[src/design/tcw_pkg.sv]
// tcw_pkg: shared constants, codes and types of the text console writer
// no dependencies; used by every other file of the block but tcw_ram
`default_nettype none

package tcw_pkg;

  // default screen geometry
  localparam int COLUMNS_DEF = 80;
  localparam int ROWS_DEF    = 25;

  // fixed field widths
  localparam int CMD_W      = 2;
  localparam int CHAR_W     = 8;
  localparam int RROW_W     = 5;
  localparam int RCOL_W     = 7;
  localparam int CROW_W     = 5;
  localparam int CCOL_W     = 7;
  localparam int COLOR_W    = 4;
  localparam int ATTR_W     = 8;
  localparam int CELL_W     = 16;
  localparam int CFG_IDX_W  = 2;
  localparam int CFG_DATA_W = 8;

  // command codes
  localparam logic [CMD_W-1:0] CMD_PUT   = 2'd0;
  localparam logic [CMD_W-1:0] CMD_CLEAR = 2'd1;
  localparam logic [CMD_W-1:0] CMD_READ  = 2'd2;

  // configuration register indexes
  localparam logic [CFG_IDX_W-1:0] REG_FG = 2'd0;
  localparam logic [CFG_IDX_W-1:0] REG_BG = 2'd1;

  localparam logic [COLOR_W-1:0] FG_RESET = 4'd15;
  localparam logic [COLOR_W-1:0] BG_RESET = 4'd0;

  localparam logic [CHAR_W-1:0] NEWLINE_CODE = 8'd10;
  localparam logic [CHAR_W-1:0] SPACE_CODE   = 8'd32;

  // depth of the queue between front and back
  localparam int QUEUE_DEPTH = 2;

  typedef enum logic [2:0] {
    OP_NOP,
    OP_CLEAR,
    OP_NEWLINE,
    OP_PUT,
    OP_READ
  } op_kind_t;

  typedef struct packed {
    op_kind_t              kind;
    logic [CHAR_W-1:0]     ch;
    logic [RROW_W-1:0]     rrow;
    logic [RCOL_W-1:0]     rcol;
    logic                  in_range;
  } op_t;

  // head of the queue as the back end sees it
  typedef struct packed {
    logic valid;
    op_t  op;
  } qhead_t;

  typedef struct packed {
    logic [CROW_W-1:0] crow;
    logic [CCOL_W-1:0] ccol;
    logic              scroll;
    logic [CHAR_W-1:0] cchar;
    logic [ATTR_W-1:0] cattr;
  } result_t;

endpackage

`default_nettype wire

[src/design/tcw_if.sv]
// tcw_if: valid/ready channel interfaces for commands, results and configuration
// depends on tcw_pkg for field widths
`default_nettype none

interface tcw_in_if;
  logic                         valid;
  logic                         ready;
  logic [tcw_pkg::CMD_W-1:0]    command;
  logic [tcw_pkg::CHAR_W-1:0]   char_code;
  logic [tcw_pkg::RROW_W-1:0]   read_row;
  logic [tcw_pkg::RCOL_W-1:0]   read_col;

  modport source (output valid, command, char_code, read_row, read_col, input ready);
  modport sink   (input valid, command, char_code, read_row, read_col, output ready);
endinterface


`default_nettype wire

[src/design/tcw_front.sv]
// tcw_front: accepts command items, classifies them and holds them in a short queue
// depends on tcw_pkg and tcw_in_if
`default_nettype none

module tcw_front #(
  parameter int COLUMNS = tcw_pkg::COLUMNS_DEF,
  parameter int ROWS    = tcw_pkg::ROWS_DEF
) (
  input  wire              clk,
  input  wire              rst_n,
  tcw_in_if.sink           in_ch,
  output tcw_pkg::qhead_t  head,
  input  wire              pop
);

  localparam int PTR_W = (tcw_pkg::QUEUE_DEPTH > 1) ? $clog2(tcw_pkg::QUEUE_DEPTH) : 1;
  localparam int CNT_W = $clog2(tcw_pkg::QUEUE_DEPTH + 1);

  tcw_pkg::op_t      q_mem [tcw_pkg::QUEUE_DEPTH];
  logic [PTR_W-1:0]  wr_ptr_r, wr_ptr_nxt;
  logic [PTR_W-1:0]  rd_ptr_r, rd_ptr_nxt;
  logic [CNT_W-1:0]  count_r, count_nxt;
  tcw_pkg::op_t      op_in;
  logic              push;
  logic              do_pop;

  // classification of the incoming item
  always_comb begin
    op_in.ch       = in_ch.char_code;
    op_in.rrow     = in_ch.read_row;
    op_in.rcol     = in_ch.read_col;
    op_in.in_range = (32'(in_ch.read_row) < 32'(ROWS)) &&
                     (32'(in_ch.read_col) < 32'(COLUMNS));
    case (in_ch.command)
      tcw_pkg::CMD_PUT: begin
        op_in.kind = (in_ch.char_code == tcw_pkg::NEWLINE_CODE) ?
                     tcw_pkg::OP_NEWLINE : tcw_pkg::OP_PUT;
      end
      tcw_pkg::CMD_CLEAR: begin
        op_in.kind = tcw_pkg::OP_CLEAR;
      end
      tcw_pkg::CMD_READ: begin
        op_in.kind = tcw_pkg::OP_READ;
      end
      default: begin
        op_in.kind = tcw_pkg::OP_NOP;
      end
    endcase
  end

  assign in_ch.ready = (count_r != CNT_W'(tcw_pkg::QUEUE_DEPTH));
  assign push        = in_ch.valid && in_ch.ready;
  assign do_pop      = pop && (count_r != '0);

  assign head.valid  = (count_r != '0);
  assign head.op     = q_mem[rd_ptr_r];

  always_comb begin
    wr_ptr_nxt = wr_ptr_r;
    rd_ptr_nxt = rd_ptr_r;
    count_nxt  = count_r;
    if (push) begin
      wr_ptr_nxt = (wr_ptr_r == PTR_W'(tcw_pkg::QUEUE_DEPTH - 1)) ? '0 :
                   wr_ptr_r + PTR_W'(1);
    end
    if (do_pop) begin
      rd_ptr_nxt = (rd_ptr_r == PTR_W'(tcw_pkg::QUEUE_DEPTH - 1)) ? '0 :
                   rd_ptr_r + PTR_W'(1);
    end
    if (push && !do_pop) begin
      count_nxt = count_r + CNT_W'(1);
    end else if (!push && do_pop) begin
      count_nxt = count_r - CNT_W'(1);
    end
  end

  always_ff @(posedge clk) begin
    if (!rst_n) begin
      wr_ptr_r <= '0;
      rd_ptr_r <= '0;
      count_r  <= '0;
    end else begin
      wr_ptr_r <= wr_ptr_nxt;
      rd_ptr_r <= rd_ptr_nxt;
      count_r  <= count_nxt;
    end
  end

  always_ff @(posedge clk) begin
    if (push) begin
      q_mem[wr_ptr_r] <= op_in;
    end
  end

endmodule

`default_nettype wire

[src/flat_wrapper.sv]
// flat-port wrapper written by rule: the top's interface ports become plain ports
module tcw_front_flat 
#(
  parameter int COLUMNS = tcw_pkg::COLUMNS_DEF,
  parameter int ROWS    = tcw_pkg::ROWS_DEF
)
  (clk, rst_n, head, pop, in_ch_valid, in_ch_command, in_ch_char_code, in_ch_read_row, in_ch_read_col, in_ch_ready);
  tcw_in_if in_ch_i ();
  input  wire clk;
  input  wire rst_n;
  output tcw_pkg::qhead_t head;
  input  wire pop;
  input wire logic [$bits(in_ch_i.valid)-1:0] in_ch_valid;
  input wire logic [$bits(in_ch_i.command)-1:0] in_ch_command;
  input wire logic [$bits(in_ch_i.char_code)-1:0] in_ch_char_code;
  input wire logic [$bits(in_ch_i.read_row)-1:0] in_ch_read_row;
  input wire logic [$bits(in_ch_i.read_col)-1:0] in_ch_read_col;
  output wire logic [$bits(in_ch_i.ready)-1:0] in_ch_ready;
  assign in_ch_i.valid = in_ch_valid;
  assign in_ch_i.command = in_ch_command;
  assign in_ch_i.char_code = in_ch_char_code;
  assign in_ch_i.read_row = in_ch_read_row;
  assign in_ch_i.read_col = in_ch_read_col;
  assign in_ch_ready = in_ch_i.ready;
  tcw_front #(.COLUMNS(COLUMNS), .ROWS(ROWS)) u_core (.clk(clk), .rst_n(rst_n), .in_ch(in_ch_i), .head(head), .pop(pop));
endmodule
[config.mk]
export PLATFORM = sky130hd
export DESIGN_NAME = tcw_front_flat
export DESIGN_NICKNAME = d
export VERILOG_FILES = /design/src/design/tcw_pkg.sv /design/src/design/tcw_if.sv /design/src/design/tcw_front.sv /design/src/flat_wrapper.sv
export SDC_FILE = /design/constraint.sdc
export NUM_CORES = 1
export LEC_CHECK = 0
export BUFFER_PORTS_ARGS = -buffer_cell sky130_fd_sc_hd__clkbuf_2
export CAP_MARGIN = 15
export CORE_ASPECT_RATIO = 1.2
export CORE_MARGIN = 3
export CORE_UTILIZATION = 55
export DETAILED_ROUTE_END_ITERATION = 7
export GPL_TIMING_DRIVEN = 0
export HOLD_SLACK_MARGIN = 0.05
export PLACE_DENSITY = 0.81
export SLEW_MARGIN = 5
export SYNTH_ARGS = -nofsm -noshare
export SYNTH_HDL_FRONTEND = slang
export SYNTH_SLANG_ARGS = --single-unit
[constraint.sdc]
create_clock -name clk -period 5.4 [get_ports clk]
set_clock_uncertainty 0.15 [all_clocks]
set_input_delay 1.08 -clock clk [delete_from_list [all_inputs] [get_ports clk]]
set_output_delay 1.08 -clock clk [all_outputs]
set_load 0.02 [all_outputs]
==> impl_metrics.ini, run 1 <==
[outcome]
status = finished, final reports clean

[cts]
htreeDepth = 2
post_cts_buffers = 0
clk_latency_ns = 0.30
cts_sinks = 53
clockBufferDepth = 2
hold_buffers = 0
clkTransAtPathRegs_ns = 0.08
cts_tree = built
cts_resized = 0
clockRootBuffer = clkbuf_8
numCtsBuffers = 5

[placed_design]
place_ws_ns = 2.72
gp_congestion = 0.687
placed_cell_area_um2 = 2330
portBuffers = 51

[synth]
ys_ff_latch = 53
synthTopCellsByCount = edfxtp_1, mux2_2, and2_1, dfxtp_1, buf_2
synth_area_leaders = edfxtp_1, mux2_2, dfxtp_1
ys_types = 25
synth_area_leader_cell = edfxtp_1
synth.avg_cell_area_um2 = 18.8
synth_most_common_cell = edfxtp_1
synth_edf_count = 48
synthArstFlopShare = 0
netlist_area_um2 = 2030
synth_cells = 108
ys.flop_type = edfxtp_1
ys.warnings.count = 0
ys_seq_area_frac = 0.761
netlist.area_leader.share = 0.712
synth_nets = 135

[global_routing]
grt_max_degree = 25
grt_pass1_vias = 1171
grt_use_total = 0.171
grt_pass1_wl_um = 5350
overflow = 0
antenna_found_initial = 0

[cells_and_area]
num_antenna_cells = 0
fin_nets = 193
syn_to_final_growth_pct = 18.9
fin_util = 0.703
fin_area_um2 = 2410
drive_gt1_frac = 0.521
nFillCells = 245

[routing]
via_count = 1105
wire_per_inst_um = 16.5
drt_iter0_markers = 35
via_per_inst = 5.42
totalWireLength_um = 3380
route.detailed.drc = 0
final_antenna_net_count = 0
dr.pass1.iters = 4

[timing]
fin_crit_sh = 0.519
worstMarginPinSlew_ns = 1.09
fin_crit_ns = 2.80
maxSlewHeadroom = 0.274
fmax_ghz = 0.357
hold_slack_ns = 0.412
rsz0062_at_grt = no
setup_viol = 0
fin_setup_tns_ns = 0
hold_viol_final = 0
maxSlewViolCount = 0
layout_setup_ws_ns = 2.60

[critical_path]
worst-setup-path-type = flip-flop to output pin
end_kind = output pin
required_ns = 4.17
reg2regPathDepth = 2
path_cells = buf_2, buf_2, mux2_2, clkbuf_2
cpMaxStageDelayCell = mux2_2
start_kind = flip-flop
max_stage_delay_ns = 0.38
cp_max_fo = 10
r2r_start = u_core.count_r[0]$_SDFFE_PN0P_
cpMostUsedCell = buf_2
crit_arrival_ns = 1.57
r2r_slack_ns = 3.37
r2r_end = u_core.q_mem[1][0]$_DFFE_PP_

[min_path]
whs_path_depth = 2
min-delay-start = u_core.count_r[1]$_SDFFE_PN0P_
whs_endpoint = u_core.count_r[1]$_SDFFE_PN0P_
hold_path.class = flip-flop to flip-flop

[job]
max-cap-violations = 0

[floorplanning]
ioPinCount = 52
row_count = 23
die_h_um = 72.5
fp.coreArea_um2 = 3420
die-width_um = 61.4
start_util = 0.592
die_area_um2 = 4450

[power_and_ir_drop]
ir_drop_mv = 0.277
leakage_nw = 0.926
powerDensity_nw_per_um2 = 454
## through the flow
stage | total power, mW | cells
after floorplan | 0.791 | 108
final | 1.09 | 204
after detailed placement | 0.902 | 196
after CTS | 1.11 | 204
after global placement | 0.887 | 196
after global routing | 1.15 | 204
## cell families (layout without fill, tap and decap cells)
logic type,count (synthesis),count (layout),synth area share
mux,24,24,0.133
fa+ha+maj,1,1,0.00618
buf+inv,4,63,0.00926
compound gates,8,8,0.0272
flops,53,53,0.761
simple gates,15,15,0.0500
xor+xnor,3,3,0.0130
## per-layer routing
| layer | up-vias | part of all wire | wire, um | global-route usage |
|---|---|---|---|---|
| li1 | 528 | - | - | - |
| met1 | 542 | 0.36 | 1210 | 0.186 |
| met2 | 31 | 0.57 | 1930 | 0.294 |
| met3 | 4 | 0.057 | 194 | 0.0445 |
| met4 | 0 | 0.012 | 39 | 0.0920 |
| met5 | - | 0 | 0 | 0 |
## state kept, by name (all words and copies together), names as in the netlist, named ones only
register,flops
u_core.count_r,2
u_core.q_mem,48
u_core.rd_ptr_r,1
u_core.wr_ptr_r,1
## critical path, delay by kind of cell (launching register included)
family | cells | cell delay [ns]
buffers and inverters | 3 | 0.60
multiplexers | 1 | 0.38
flip-flops | 1 | 0.31
## worst max path at each step
stage,start,endpoint,slack (ns),cells past startpoint
floorplan,flip-flop,head[0],3.13,3
global placement,in_ch_valid,u_core.q_mem[1][11]$_DFFE_PP_,2.78,2
detailed placement,in_ch_valid,u_core.q_mem[1][11]$_DFFE_PP_,2.72,2
CTS,flip-flop,head[14],2.56,4
global route,flip-flop,head[14],2.48,4
finish,flip-flop,head[14],2.60,4
## cells in the final DEF (no fill, tap or decap), drive strengths merged
| cell type | n |
|---|---|
| nor3b | 1 |
| a21bo | 1 |
| ha | 1 |
| and3 | 1 |
| a21boi | 2 |
| nor4b | 1 |
| mux2 | 24 |
| clkinv | 3 |
| buf | 3 |
| o311ai | 1 |
| dfxtp | 5 |
| inv | 1 |
| o21ai | 3 |
| or2 | 1 |
| nor2b | 1 |
| or3 | 1 |
| xor2 | 1 |
| a31oi | 1 |
| edfxtp | 48 |
| nand2b | 1 |
| xnor2 | 2 |
| clkbuf | 56 |
| nor2 | 2 |
| and2 | 5 |
| nand3b | 1 |
## final cells by class
class,count,area (um^2),area share
plain buffers,3,15.0,0.00623
clock buffers,5,68.8,0.0286
clock inverters,3,12.5,0.00519
inverters,1,3.75,0.00156
multi-input cells,51,465,0.193
flip-flops and latches,53,1540,0.640
well taps,37,46.3,0.0192
repair buffers,51,255,0.106
## report_power, final
part	total (mW)	leakage [nW]	internal, mW	switching [mW]
Sequential	0.538	0.490	0.516	0.0216
Combinational	0.349	0.393	0.147	0.202
Clock	0.206	0.0430	0.0875	0.118
Total	1.09	0.926	0.750	0.342
Note: power is estimated with default switching activity, not from simulation.
==> run 2, diff against run 1 <==
CORE_UTILIZATION = 51   (was 55)
PLACE_DENSITY = 0.76   (was 0.81)
clock period = 2.9 ns   (was 5.4 ns; I/O delays follow)
==> run 2 against run 1 <==
Die area grew 7.1%. Core utilization is 4.8 points lower. Via count increased by 2.1%. Wire length is 0.59% lower. Largest cell class unchanged. Largest power group unchanged.
==> impl_metrics.ini, run 2 (synthesis gave the netlist of run 1 again) <==
[outcome]
status = finished, final reports clean

[cells_and_area]
layout.cells.most_common = clkbuf_2
layout_common_cells = clkbuf_2, edfxtp_1, mux2_2
syn_to_final_growth_pct = 20.5
fin_nets = 194
num_antenna_cells = 0
reg_top3 = u_core.q_mem (48), u_core.count_r (2)
regMostFlops = u_core.q_mem
stdcell_count = 219
drive_gt1_frac = 0.527
largest_reg_flops = 48
fin_area_um2 = 2440

[cts]
clk_latency_ns = 0.29
clkTransAtPathRegs_ns = 0.08
cts_resized = 0
numCtsBuffers = 5
clockRootBuffer = clkbuf_8
htreeDepth = 2
cts_tree = built
post_cts_buffers = 0
hold_buffers = 0
clockBufferDepth = 2
cts_sinks = 53

[job]
max-cap-violations = 0

[floorplanning]
fp.coreArea_um2 = 3720
row_count = 24
die_h_um = 75.0
die-width_um = 63.5
ioPinCount = 52
die_area_um2 = 4770
start_util = 0.544

[min_path]
hold_path.class = primary input to flip-flop

[critical_path]
crit_arrival_ns = 1.58
cp_max_fo = 10
end_kind = output pin
start_kind = flip-flop
required_ns = 2.17
worst-setup-path-type = flip-flop to output pin

[timing]
setup_viol = 0
fmax_ghz = 0.433
fin_crit_ns = 2.31
fin_crit_sh = 0.797
worstMarginPinSlew_ns = 0.957
hold_slack_ns = 0.320
maxSlewViolCount = 0
rsz0062_at_grt = no
hold_viol_final = 0
maxSlewHeadroom = 0.361
fin_setup_tns_ns = 0

[routing]
via_count = 1128
wire_per_inst_um = 15.3
route.detailed.drc = 0
totalWireLength_um = 3360
dr.pass1.iters = 4
via_per_inst = 5.15
final_antenna_net_count = 0
drt_iter0_markers = 36

[placed_design]
dp_hpwl_um = 2370
dpl.cell_count = 211
gp_congestion = 0.703
placed_cell_area_um2 = 2350
portBuffers = 51

[power_and_ir_drop]
leakage_nw = 0.928
total_power_mw = 2.03
powerDensity_nw_per_um2 = 832
ir_drop_mv = 0.581

[global_routing]
grt_max_degree = 25
antenna_found_initial = 0
grt_use_total = 0.151
grt_pass1_wl_um = 5330
overflow = 0
grt_pass1_vias = 1151
[run 2: changes by cell type in the layout (fill, tap and decap cells not counted)]
| cell | change |
|---|---|
| clkinvlp_4 | +1 |
| clkinv_2 | -1 |
| buf_8 | +1 |
| clkinv_1 | -1 |
[run 2: final timing paths]
kind,to,depth (start not counted),startpoint,slack [ns]
worst max-delay path,head[1],4,flip-flop,0.59
worst min-delay path,u_core.q_mem[0][4]$_DFFE_PP_,1,in_ch_read_col[3],0.32
worst max register to register,u_core.q_mem[0][6]$_DFFE_PP_,3,u_core.count_r[0]$_SDFFE_PN0P_,0.95
worst min register to register,u_core.count_r[1]$_SDFFE_PN0P_,2,u_core.count_r[1]$_SDFFE_PN0P_,0.41
[run 2: routing by layer]
layer / vias up / wire, um / global-route usage
met5: - / 0 / 0
met4: 0 / 73 / 0.0911
met3: 5 / 209 / 0.0478
met2: 33 / 1740 / 0.251
met1: 558 / 1330 / 0.174
li1: 532 / - / -
[run 2: worst max-delay path: stages (launching register included)]
cell,delay [ns]
dfxtp_1,0.33
buf_2,0.16
buf_2,0.27
mux2_2,0.38
clkbuf_2,0.16
[run 2: area by class of cell]
cell class                 instances  area [um^2]
multi-input combinational         51          465
fill                             291         1280
inverter                           1         3.75
sequential                        53         1540
tap                               52         65.1
clock inverter                     2         11.3
timing repair buffer              52          270
clock buffer                       5         68.8
buffer                             3         15.0
[run 2: report_power, final]
part           leakage, nW  switching (mW)  internal [mW]
clock network       0.0377           0.209          0.162
registers            0.490          0.0406          0.960
logic                0.400           0.381          0.278
total                0.928           0.631           1.40
[run 2: metrics by stage]
step / utilization / setup slack (ns)
after global routing: 0.656 / 0.488
after floorplan: - / 1.11
after global placement: 0.630 / 0.755
final: 0.656 / 0.588
after detailed placement: 0.630 / 0.717
after CTS: 0.652 / 0.588
==> run 3, diff against run 2 <==
ABC_AREA = 1   (was not set)
CORE_UTILIZATION = 52   (was 51)
PLACE_DENSITY = 0.77   (was 0.76)
clock period = 2.3 ns   (was 2.9 ns; I/O delays follow)
==> run 3 against run 2 <==
Cell count is 9.6% higher. Sequential share of layout area is 3.5 points lower. Synthesized area is 6.0% higher. Via count is 4.7% higher. Critical path type unchanged.
==> impl_metrics.ini, run 3 <==
[outcome]
status = finished, final reports clean

[synth]
synth_edf_count = 48
synthTopCellsByCount = edfxtp_1, mux2_4, nor2_1
synthArstFlopShare = 0
ys_ff_latch = 53
synth_area_leader_cell = edfxtp_1
netlist.area_leader.share = 0.671
synth_nets = 154
netlist_area_um2 = 2150
synth_most_common_cell = edfxtp_1
ys_types = 18
synth_cells = 127
ys.warnings.count = 0
ys.flop_type = edfxtp_1
synth.avg_cell_area_um2 = 16.9
ys_seq_area_frac = 0.718
synth_area_leaders = edfxtp_1, mux2_4, dfxtp_1

[timing]
fmax_ghz = 0.504
fin_crit_ns = 1.98
maxSlewHeadroom = 0.586
hold_slack_ns = 0.204
fin_crit_sh = 0.862
setup_viol = 0
worstMarginPinSlew_ns = 0.621
maxSlewViolCount = 0
hold_viol_final = 0
layout_setup_ws_ns = 0.317
rsz0062_at_grt = no

[cts]
htreeDepth = 2
clockBufferDepth = 2
clockRootBuffer = clkbuf_8
hold_buffers = 0
clkTransAtPathRegs_ns = 0.08
cts_tree = built
cts_sinks = 53
clk_latency_ns = 0.29
numCtsBuffers = 5
cts_resized = 0
post_cts_buffers = 0

[routing]
wire_per_inst_um = 14.7
route.met2.wl_um = 1990
final_antenna_net_count = 0
drt_iter0_markers = 20
dr.max_layer_used = met4
dr_wl_met3_um = 155
totalWireLength_um = 3530
routedLengthMet1_um = 1340
dr.pass1.iters = 4
via_per_inst = 4.92
route.detailed.drc = 0
via_count = 1181

[cells_and_area]
fin_nets = 214
layout.cells.most_common = clkbuf_2
drive_gt1_frac = 0.479
syn_to_final_growth_pct = 20.3
num_antenna_cells = 0
fin_area_um2 = 2580
largest_reg_flops = 48
fin_util = 0.677
reg_top3 = u_core.q_mem (48), u_core.count_r (2)
regMostFlops = u_core.q_mem
layout_common_cells = clkbuf_2, edfxtp_1, mux2_4, nor2_1

[floorplanning]
die-width_um = 64.7
fp.coreArea_um2 = 3810
die_h_um = 76.4
die_area_um2 = 4940
row_count = 24
start_util = 0.563
ioPinCount = 52

[placed_design]
place_ws_ns = 0.438
dp_hpwl_um = 2680
portBuffers = 51
gp_congestion = 0.732
placed_cell_area_um2 = 2500

[critical_path]
required_ns = 1.69
worst-setup-path-type = flip-flop to output pin
cp_max_fo = 10
crit_arrival_ns = 1.37
end_kind = output pin
reg2regPathDepth = 5
start_kind = flip-flop

[min_path]
whs_path_depth = 1
hold_path.class = primary input to flip-flop

[global_routing]
antenna_found_initial = 0
grt_max_degree = 16
grt_pass1_wl_um = 5770
grt_use_total = 0.156
overflow = 0
grt_pass1_vias = 1245

[power_and_ir_drop]
leakage_nw = 1.06
powerDensity_nw_per_um2 = 1040
ir_drop_mv = 0.645

[job]
max-cap-violations = 0
run 3: changes by cell type after synthesis, sizes merged, moves of 2 or more:
| cell | delta |
|---|---|
| nor2 | +11 |
| inv | +10 |
| nand4 | +2 |
| and2 | -5 |
| nand2 | +11 |
| a21boi | -2 |
| nor3 | +2 |
| o21a | +2 |
| xnor2 | -2 |
run 3: logic make-up after synthesis:
kind of cell               after synthesis  share of synthesized area
DFF                                     53                      0.718
and+or+nand+nor                         29                     0.0559
muxes                                   24                      0.161
buffers and inverters                   14                     0.0431
AOI/OAI and AO/OA                        6                     0.0163
adders and majority gates                1                    0.00583
run 3: through the flow:
step	std cells	TNS, ns	total power, mW
after floorplan	127	0	1.95
after global placement	230	-17.99	2.16
after detailed placement	232	0	2.23
after CTS	240	0	2.70
after global routing	240	0	2.81
final	240	0	2.67
run 3: area by class of cell:
| class | count | area [um^2] |
|---|---|---|
| Sequential cell | 53 | 1540 |
| Fill cell | 292 | 1230 |
| Clock buffer | 7 | 76.3 |
| Inverter | 11 | 41.3 |
| Tap cell | 52 | 65.1 |
| Clock inverter | 1 | 5.00 |
| Multi-Input combinational cell | 60 | 518 |
| Timing Repair Buffer | 53 | 285 |
| Buffer | 3 | 51.3 |
run 3: power breakdown:
group,internal (mW),switching [mW]
clock network,0.214,0.263
logic,0.407,0.520
registers,1.22,0.0512
total,1.84,0.833
run 3: routing by layer:
metal	vias up	GRT usage
li1	580	-
met1	564	0.175
met2	34	0.282
met3	3	0.0442
met4	0	0.0486
met5	-	0
run 3: worst paths after layout:
kind	startpoint	slack, ns	to
setup / recovery	flip-flop	0.32	head[10]
hold / removal	in_ch_read_col[1]	0.20	u_core.q_mem[0][2]$_DFFE_PP_
setup reg to reg	u_core.count_r[0]$_SDFFE_PN0P_	0.49	u_core.q_mem[1][7]$_DFFE_PP_
hold reg to reg	u_core.rd_ptr_r$_SDFFE_PN0P_	0.37	flip-flop
run 3: worst max-delay path: stages (launching register included):
cell	delay, ns
dfxtp_1	0.33
buf_6	0.14
buf_12	0.15
mux2_4	0.30
clkbuf_2	0.16
